**src/hw/rtl/sptw_pkg.sv**
```systemverilog
// Shared types and constants of the Sv39 page-table walker.
// Used by sptw_locate, sptw_store and sv39_page_table_walker_core; no dependencies.
`default_nettype none

package sptw_pkg;

    // Table store geometry
    localparam int STORE_WORDS = 4096;
    localparam int AW          = $clog2(STORE_WORDS);
    // Pages the window may touch; the last one lies wholly outside the store
    localparam int WIN_PAGES   = (STORE_WORDS >> 9) + 1;
    localparam int OFF_W       = $clog2(WIN_PAGES);

    // Field widths
    localparam int PAGE_W  = 44;
    localparam int LIMIT_W = 40;
    localparam int VA_W    = 64;
    localparam int PTE_W   = 64;
    localparam int WIDX_W  = 12;
    localparam int BASE_W  = 56;
    localparam int FLAGS_W = 10;
    localparam int CFG_W   = 44;
    localparam int VPN_W   = 9;

    // PTE bit positions
    localparam int PTE_V_BIT = 0;
    localparam int PTE_U_BIT = 4;
    localparam int PTE_PPN_LSB = 10;

    // Reset value of the address limit
    localparam logic [LIMIT_W-1:0] LIMIT_RST = 40'h40_0000_0000;

    // Configuration register indexes
    typedef enum logic [1:0] {
        CFG_ROOT  = 2'd0,
        CFG_WIN   = 2'd1,
        CFG_LIMIT = 2'd2
    } t_cfg_idx;

    // Function codes
    typedef enum logic [1:0] {
        FN_WRITE = 2'd0,
        FN_XLATE = 2'd1,
        FN_CLRU  = 2'd2
    } t_func;

    // Result status codes
    typedef enum logic [2:0] {
        ST_OK        = 3'd0,
        ST_LIMIT     = 3'd1,
        ST_UPPER_INV = 3'd2,
        ST_LEAF_INV  = 3'd3,
        ST_NOT_USER  = 3'd4,
        ST_WINDOW    = 3'd5
    } t_status;

    // Store access request
    typedef struct packed {
        logic             we;
        logic [AW-1:0]    waddr;
        logic [PTE_W-1:0] wdata;
        logic             re;
        logic [AW-1:0]    raddr;
    } t_mem_req;

    // Window lookup result
    typedef struct packed {
        logic          ok;
        logic [AW-1:0] word;
    } t_loc;

endpackage

`default_nettype wire

```
**src/hw/rtl/sptw_locate.sv**
```systemverilog
// Maps a table page and entry index onto a word of the local table store.
// Depends on sptw_pkg.
`default_nettype none

module sptw_locate (
    input  wire logic [sptw_pkg::PAGE_W-1:0] i_page,
    input  wire logic [sptw_pkg::PAGE_W-1:0] i_win_base,
    input  wire logic [sptw_pkg::VPN_W-1:0]  i_idx,
    output sptw_pkg::t_loc                   o_loc
);

    logic [sptw_pkg::PAGE_W:0]                     diff;
    logic                                          page_ok;
    logic [sptw_pkg::OFF_W+sptw_pkg::VPN_W-1:0]    full;

    // Page offset from the window base; borrow means below the window
    assign diff    = {1'b0, i_page} - {1'b0, i_win_base};
    assign page_ok = !diff[sptw_pkg::PAGE_W] &&
                     (diff[sptw_pkg::PAGE_W-1:0] <
                      sptw_pkg::PAGE_W'(sptw_pkg::WIN_PAGES));

    // Word number inside the store
    assign full = {diff[sptw_pkg::OFF_W-1:0], i_idx};

    assign o_loc.ok   = page_ok &&
                        (full < (sptw_pkg::OFF_W+sptw_pkg::VPN_W)'(sptw_pkg::STORE_WORDS));
    assign o_loc.word = full[sptw_pkg::AW-1:0];

endmodule

`default_nettype wire

```
**config.mk**
```make
export PLATFORM = sky130hd
export DESIGN_NAME = sptw_locate
export DESIGN_NICKNAME = d
export VERILOG_FILES = /design/src/hw/rtl/sptw_pkg.sv /design/src/hw/rtl/sptw_locate.sv
export SDC_FILE = /design/constraint.sdc
export NUM_CORES = 1
export LEC_CHECK = 0
export ABC_AREA = 1
export CAP_MARGIN = 10
export CORE_MARGIN = 3
export CORE_UTILIZATION = 41
export DETAILED_ROUTE_END_ITERATION = 16
export DONT_BUFFER_PORTS = 1
export GPL_TIMING_DRIVEN = 0
export MAX_ROUTING_LAYER = met4
export PLACE_DENSITY = 0.55
export SYNTH_ARGS = -nofsm -noshare
export SYNTH_HDL_FRONTEND = slang
export SYNTH_SLANG_ARGS = --single-unit
```
**constraint.sdc**
```tcl
create_clock -name vclk -period 3
set_input_delay 0.6 -clock vclk [all_inputs]
set_output_delay 0.6 -clock vclk [all_outputs]
set_load 0.05 [all_outputs]
```
After elaboration in Yosys (flattened, before gate mapping)

Cells that the tools add are included.
Widths: inputs -> output; s select.

Register bits after elaboration: 0
Input port bits: 97
Output and inout bits: 13

Reductions and logical operators: 3
Add/subtract/negate cells: 1
Order comparisons: 2

Operators by type and width:

| cell                 | number |
|---|---|
| $sub 44x44->45       | 1 |
| $lt 44x4->1 const B  | 1 |
| $lt 13x13->1 const B | 1 |
| $logic_and 1x1->1    | 2 |
| $logic_not 1->1      | 1 |

Longest topological paths before layout

Gate-level depths: netlist of run 1.

Depth in word-level cells: 4
Gate-level depth with buffers: 20
Gate-level depth less buffers: 20

Worst setup path before layout of run 1

Ideal clock, no wire load.

Path kind: input-to-output
Start point: input port i_page[0] in the netlist's numbering
End point: output port o_loc[12] in the netlist's numbering
Arrival: 2899 ps
Stages: 20
Required time: 2400 ps
Slack: -499 ps
Cells stage by stage: inv_1 > ha_1 > fa_1 > inv_1 > nand2_1 > nand2_2 > nand3_2 > nand2_4 > nand2_2 > nand2_4 > nand2_2 > nand2_2 > nand2_1 > nand2_1 > nand2_1 > nand2_1 > nand2_1 > nor2_1 > nand3_1 > nor2_1

RTL lines:

| element         | RTL line         | text |
|---|---|---|
| start, declared | sptw_locate.sv:6 | `input wire logic [sptw_pkg::PAGE_W-1:0] i_page,` |
| end, declared   | sptw_locate.sv:9 | `output sptw_pkg::t_loc o_loc` |

==> results of run 1 <==
[area by class of cell]
type               count  area [um^2]
fillers             1126         4880
multi-input cells    640         3600
inverters            197          752
well taps            129          161
plain buffers         10         78.8
repair buffers         3         22.5
[final timing paths]
| check | from | to | slack (ps) |
|---|---|---|---|
| hold / removal | i_idx[4] | o_loc[4] | 1370 |
| setup / recovery | i_page[0] | o_loc[12] | -330 |
[logic make-up (layout without fill, tap and decap cells)]
kind of cell,Yosys count,in the layout,synth area share [%]
simple gates,529,529,56.4
compound gates,64,64,9.53
xor+xnor,2,2,0.425
fa+ha+maj,45,45,13.8
buf+inv,207,210,19.8
[worst max-delay path, stage by stage]
cell and delay (ps):
inv_12 10, ha_4 140, fa_2 360, inv_2 70
nand2_2 40, nand2_2 80, nand3_2 90, nand2_4 110
nand2_1 70, nand3_1 70, nand2_1 60, nor2_2 110
nand2_1 80, nor2_2 120, nand3_1 110, nor2_1 150
nand3_2 110, nor2_4 320
[layer usage]
metal	global-route usage (%)	vias to the layer above	wire length (um)
met5	-	-	0
met4	1.30	0	77
met3	0.182	6	565
met2	35.0	129	5560
met1	34.2	2151	6860
li1	-	2574	-
[cell usage in the layout (no fill, tap or decap), types with 2 or more instances in the layout]
| cell | Yosys | layout |
|---|---|---|
| nand3_1 | 52 | 48 |
| o21bai_2 | 2 | 2 |
| nand3b_1 | 8 | 8 |
| nand2_1 | 319 | 305 |
| ha_4 | 0 | 9 |
| ha_2 | 0 | 12 |
| a21oi_2 | 4 | 12 |
| nand3_2 | 8 | 12 |
| nor4_1 | 2 | 2 |
| nor2_4 | 6 | 8 |
| ha_1 | 44 | 23 |
| inv_1 | 192 | 190 |
| nor2_1 | 84 | 73 |
| buf_4 | 9 | 12 |
| a21oi_4 | 1 | 2 |
| nor2_2 | 11 | 20 |
| nor3_1 | 3 | 3 |
| nand2_2 | 17 | 28 |
| o21ai_0 | 5 | 3 |
| nand2_4 | 2 | 5 |
| nand4_1 | 13 | 13 |
| inv_2 | 4 | 5 |
| xor2_1 | 2 | 2 |
| o21ai_1 | 0 | 2 |
| o21bai_1 | 9 | 9 |
| a21oi_1 | 38 | 29 |
[power breakdown]
part / leakage (nW) / switching, W / internal (W) / total, W
registers: 0 / 0 / 0 / 0
logic: 2.78 / 0.000624 / 0.000325 / 0.000950
clock network: 0 / 0 / 0 / 0
[stage by stage]
step           total power, W  hold slack (ps)  std cells  setup slack [ps]
3_5_place_dp         0.000866             1370        976              -411
2_1_floorplan        0.000677             1370        847             -43.8
3_3_place_gp         0.000860             1370        976              -396
6_report             0.000950             1370        979              -334
5_1_grt               0.00106             1370        979              -434
4_1_cts              0.000891             1370        979              -334
[what timing repair did]
action	CTS	global route
pin swaps	10	11
endpoints found under the setup margin	1	1
resized for setup	17	55
setup buffers	3	0
hold buffers	0	0
==> metrics, run 1 <==
Synth Cell Area 0.00412 mm^2; # IOs 110; first-pass GRT wire length approximately 20000 um; synth cell count leaders nand2_1 (319), inv_1 (192), nor2_1 (84); placed inst area between 0.004 and 0.005 mm^2; # nets final between 900 and 1000; Antenna diodes 0; syn avg cell area 4.87 um^2; Syn Nets 989; status finished, violations left; HP Class in -> out; Worst Setup End Kind output pin; fraction of layout cells with a size suffix above 1 ~16%; Die Wd 106 um; RSZ-0062 raised after global routing true; Fin. Hold Viols 0; die height roughly 110 um; routed vias/inst ~5.0; P_leak approximately 2.8 nW; Pins Over Slew Limit 0; Synth Instances 847; largest net degree at the start of global routing 8; Final min period between 3000 and 4000 ps; core footprint ~0.0095 mm^2; Worst setup SP type input pin; yosys warns 0; Routed WL around 13000 um; f_max roughly 300 MHz; final setup fails 1; Area Overhead vs Synth 12.0%; crit-path max FO 4; FFs & Latches 0; die area around 0.011 mm^2; hpwl dp 11700 um; Hold Path Depth 1; period utilization 111%; Worst Path Arrival roughly 2700 ps; final setup margin -334 ps; top-count cell post-synth nand2_1; row count 35; Reg area 0 um^2; Residual DRC 0; fin util between 40% and 50%; Seq/Total Area, Yosys 0%; GP Congestion 0.912; Overall Global Routing Usage a little under a quarter; failing checks negative setup slack; Starting DRT DRC Count between 200 and 300; remaining antenna violation count 0; Rel. slew slack ~72%; Synth area leader nand2_1; MaxCap Viol Count 0; drt pass-1 iters 5; worst slew pin tran between 400 and 500 ps; clk_buf instances 0; vias in the first global route 4424; initial antenna violation count 0; PortBufs 0; CP required roughly 2400 ps; crit path kind in -> out; via count 4860; dominant cells by area after synthesis nand2_1 (29%), inv_1 (17%), ha_1 (13%), nor2_1 (7.6%), nand3_1 (6.3%); Fin Setup TNS -334 ps; Initial Util 43.4%; post-synth cell types 34; design area between 0.004 and 0.005 mm^2; power per cell area ~210 mW/mm^2; share of the synthesized area in the top cell type approximately 29%; wire per inst between 10 and 15 um; total gr overflow 0; VDD IR max ~0.00011 V
Power figures use the tool's default switching activity.
==> inputs of run 2 (changes only) <==
--- a/config.mk
+++ b/config.mk
@@ -8,12 +8,12 @@
 export ABC_AREA = 1
 export CAP_MARGIN = 10
 export CORE_MARGIN = 3
-export CORE_UTILIZATION = 41
+export CORE_UTILIZATION = 40
 export DETAILED_ROUTE_END_ITERATION = 16
 export DONT_BUFFER_PORTS = 1
 export GPL_TIMING_DRIVEN = 0
 export MAX_ROUTING_LAYER = met4
-export PLACE_DENSITY = 0.55
+export PLACE_DENSITY = 0.54
 export SYNTH_ARGS = -nofsm -noshare
 export SYNTH_HDL_FRONTEND = slang
 export SYNTH_SLANG_ARGS = --single-unit
==> metrics, run 2 (synthesis gave the netlist of run 1 again) <==
placed inst area 0.00433 mm^2 (was 0.00432 mm^2); f_max 302 MHz (was 300 MHz); Multi-input gate area 0.00355 mm^2 (was 0.00360 mm^2); fraction of layout cells with a size suffix above 1 14.2% (was 15.6%); crit-path max FO 4 (unchanged); vias in the first global route 4490 (was 4424); Final min period 3310 ps (was 3330 ps); CP peak stage delay 360 ps (about the same); design area 0.00456 mm^2 (was 0.00462 mm^2); most common cell after layout, fill and taps aside nand2_1 (unchanged); Fin Setup TNS -314 ps (was -334 ps); GP Congestion 0.946 (was 0.912); worst slew pin tran 424 ps (was 419 ps); Rel. slew slack 71.7% (was 72.0%); Starting DRT DRC Count 259 (was 295); clk_buf instances 0 (unchanged); period utilization 110% (was 111%); largest net degree at the start of global routing 8 (unchanged); Routed WL 12700 um (was 13100 um); final setup margin -314 ps (was -334 ps); Pins Over Slew Limit 0 (unchanged); initial antenna violation count 0 (unchanged); total gr overflow 0 (unchanged); MaxCap Viol Count 0 (unchanged); via count 4903 (was 4860); Die Wd 108 um (was 106 um); P_leak 2.78 nW (about the same); most frequent cells in the layout nand2_1 (309), inv_1 (190), nor2_1 (75) (was nand2_1 (305), inv_1 (190), nor2_1 (73)); Slowest-stage cell, CP fa_2 (unchanged); remaining antenna violation count 0 (unchanged); CP required 2400 ps (about the same); Initial Util 41.6% (was 43.4%); power per cell area 204 mW/mm^2 (was 206 mW/mm^2); HP Class in -> out (unchanged); first-pass GRT wire length 20600 um (was 20500 um); fin util 46.1% (was 48.6%); fillers 1196 (was 1126); wire per inst 12.9 um (was 13.3 um); failing checks negative setup slack (unchanged); # IOs 110 (unchanged); pre-CTS WS -381 ps (was -411 ps); die height 108 um (was 106 um); Area Overhead vs Synth 10.7% (was 12.0%); final setup fails 1 (unchanged); VDD IR max 0.000120 V (was 0.000111 V); crit path cell chain inv_8 > ha_4 > fa_2 > inv_2 > nand2_2 > nand2_4 > nand3_2 > nand2_2 > nand2_1 > nand3_1 > nand2_1 > nor2_1 > nand2_1 > nor2_2 > nand3_2 > nor2_2 > nand3_2 > nor2_4 (was inv_12 > ha_4 > fa_2 > inv_2 > nand2_2 > nand2_2 > nand3_2 > nand2_4 > nand2_1 > nand3_1 > nand2_1 > nor2_2 > nand2_1 > nor2_2 > nand3_1 > nor2_1 > nand3_2 > nor2_4); Reg area 0 um^2 (unchanged); Residual DRC 0 (unchanged); status finished, violations left (unchanged); FFs & Latches 0 (unchanged); core footprint 0.00991 mm^2 (was 0.00950 mm^2); Fin. Hold Viols 0 (unchanged); Worst Path Arrival 2710 ps (was 2730 ps); routed vias/inst 4.99 (was 4.96); die area 0.0116 mm^2 (was 0.0113 mm^2); cts hold-fix bufs 0 (unchanged); PortBufs 0 (unchanged); Antenna diodes 0 (unchanged); # nets final 994 (unchanged); Power, Total 0.000931 W (was 0.000950 W); crit path kind in -> out (unchanged); drt pass-1 iters 5 (unchanged); hpwl dp 11400 um (was 11700 um); RSZ-0062 raised after global routing true (unchanged); Worst setup SP type input pin (unchanged); Worst Setup End Kind output pin (unchanged); row count 36 (was 35); Overall Global Routing Usage 22.1% (was 22.5%)
## run 2: cell count changes in the layout (fill, tap and decap cells not counted), moves of 2 or more
cell     before  now
nand2_2      28   24
ha_4          9    4
nand3_1      48   46
ha_2         12    9
nor2_2       20   16
ha_1         23   31
nor2_1       73   75
nor2_4        8   10
nand2_1     305  309
## run 2: report_power, final
part	internal (W)	switching, W	total [W]
clock	0	0	0
sequential	0	0	0
combinational	0.000314	0.000617	0.000931
total	0.000314	0.000617	0.000931
## run 2: through the flow
stage / cells / hold slack [ps]
6_report: 983 / 1370
5_1_grt: 983 / 1370
4_1_cts: 981 / 1370
3_5_place_dp: 980 / 1370
3_3_place_gp: 980 / 1370
2_1_floorplan: 847 / 1370
## run 2: worst paths after layout
| kind | slack [ps] | endpoint | depth (start not counted) | from |
|---|---|---|---|---|
| max | -310 | o_loc[12] | 18 | i_page[0] |
| min | 1370 | o_loc[3] | 1 | i_idx[3] |
## run 2: timing repair
item / in CTS / in global routing
pin swaps: 16 / 8
endpoints found under the setup margin: 1 / 1
setup buffers: 1 / 2
resized for setup: 13 / 45
## run 2: layer usage
layer	vias to the layer above	global-route usage [%]	part of all wire [%]
li1	2579	-	-
met1	2173	33.1	51
met2	137	33.4	42
met3	14	0.840	4.8
met4	0	3.70	1.5
met5	-	-	0
## run 2: cell type report
cell class	instances	share of cell area, %
plain buffers	10	1.73
inverters	197	16.4
multi-input cells	640	77.7
well taps	133	3.65
repair buffers	3	0.576
## run 2: worst max-delay path: cells and delay by family
kind	cells	cell delay (ps)
simple gates	14	1520
buf+inv	2	90
fa+ha+maj	2	500
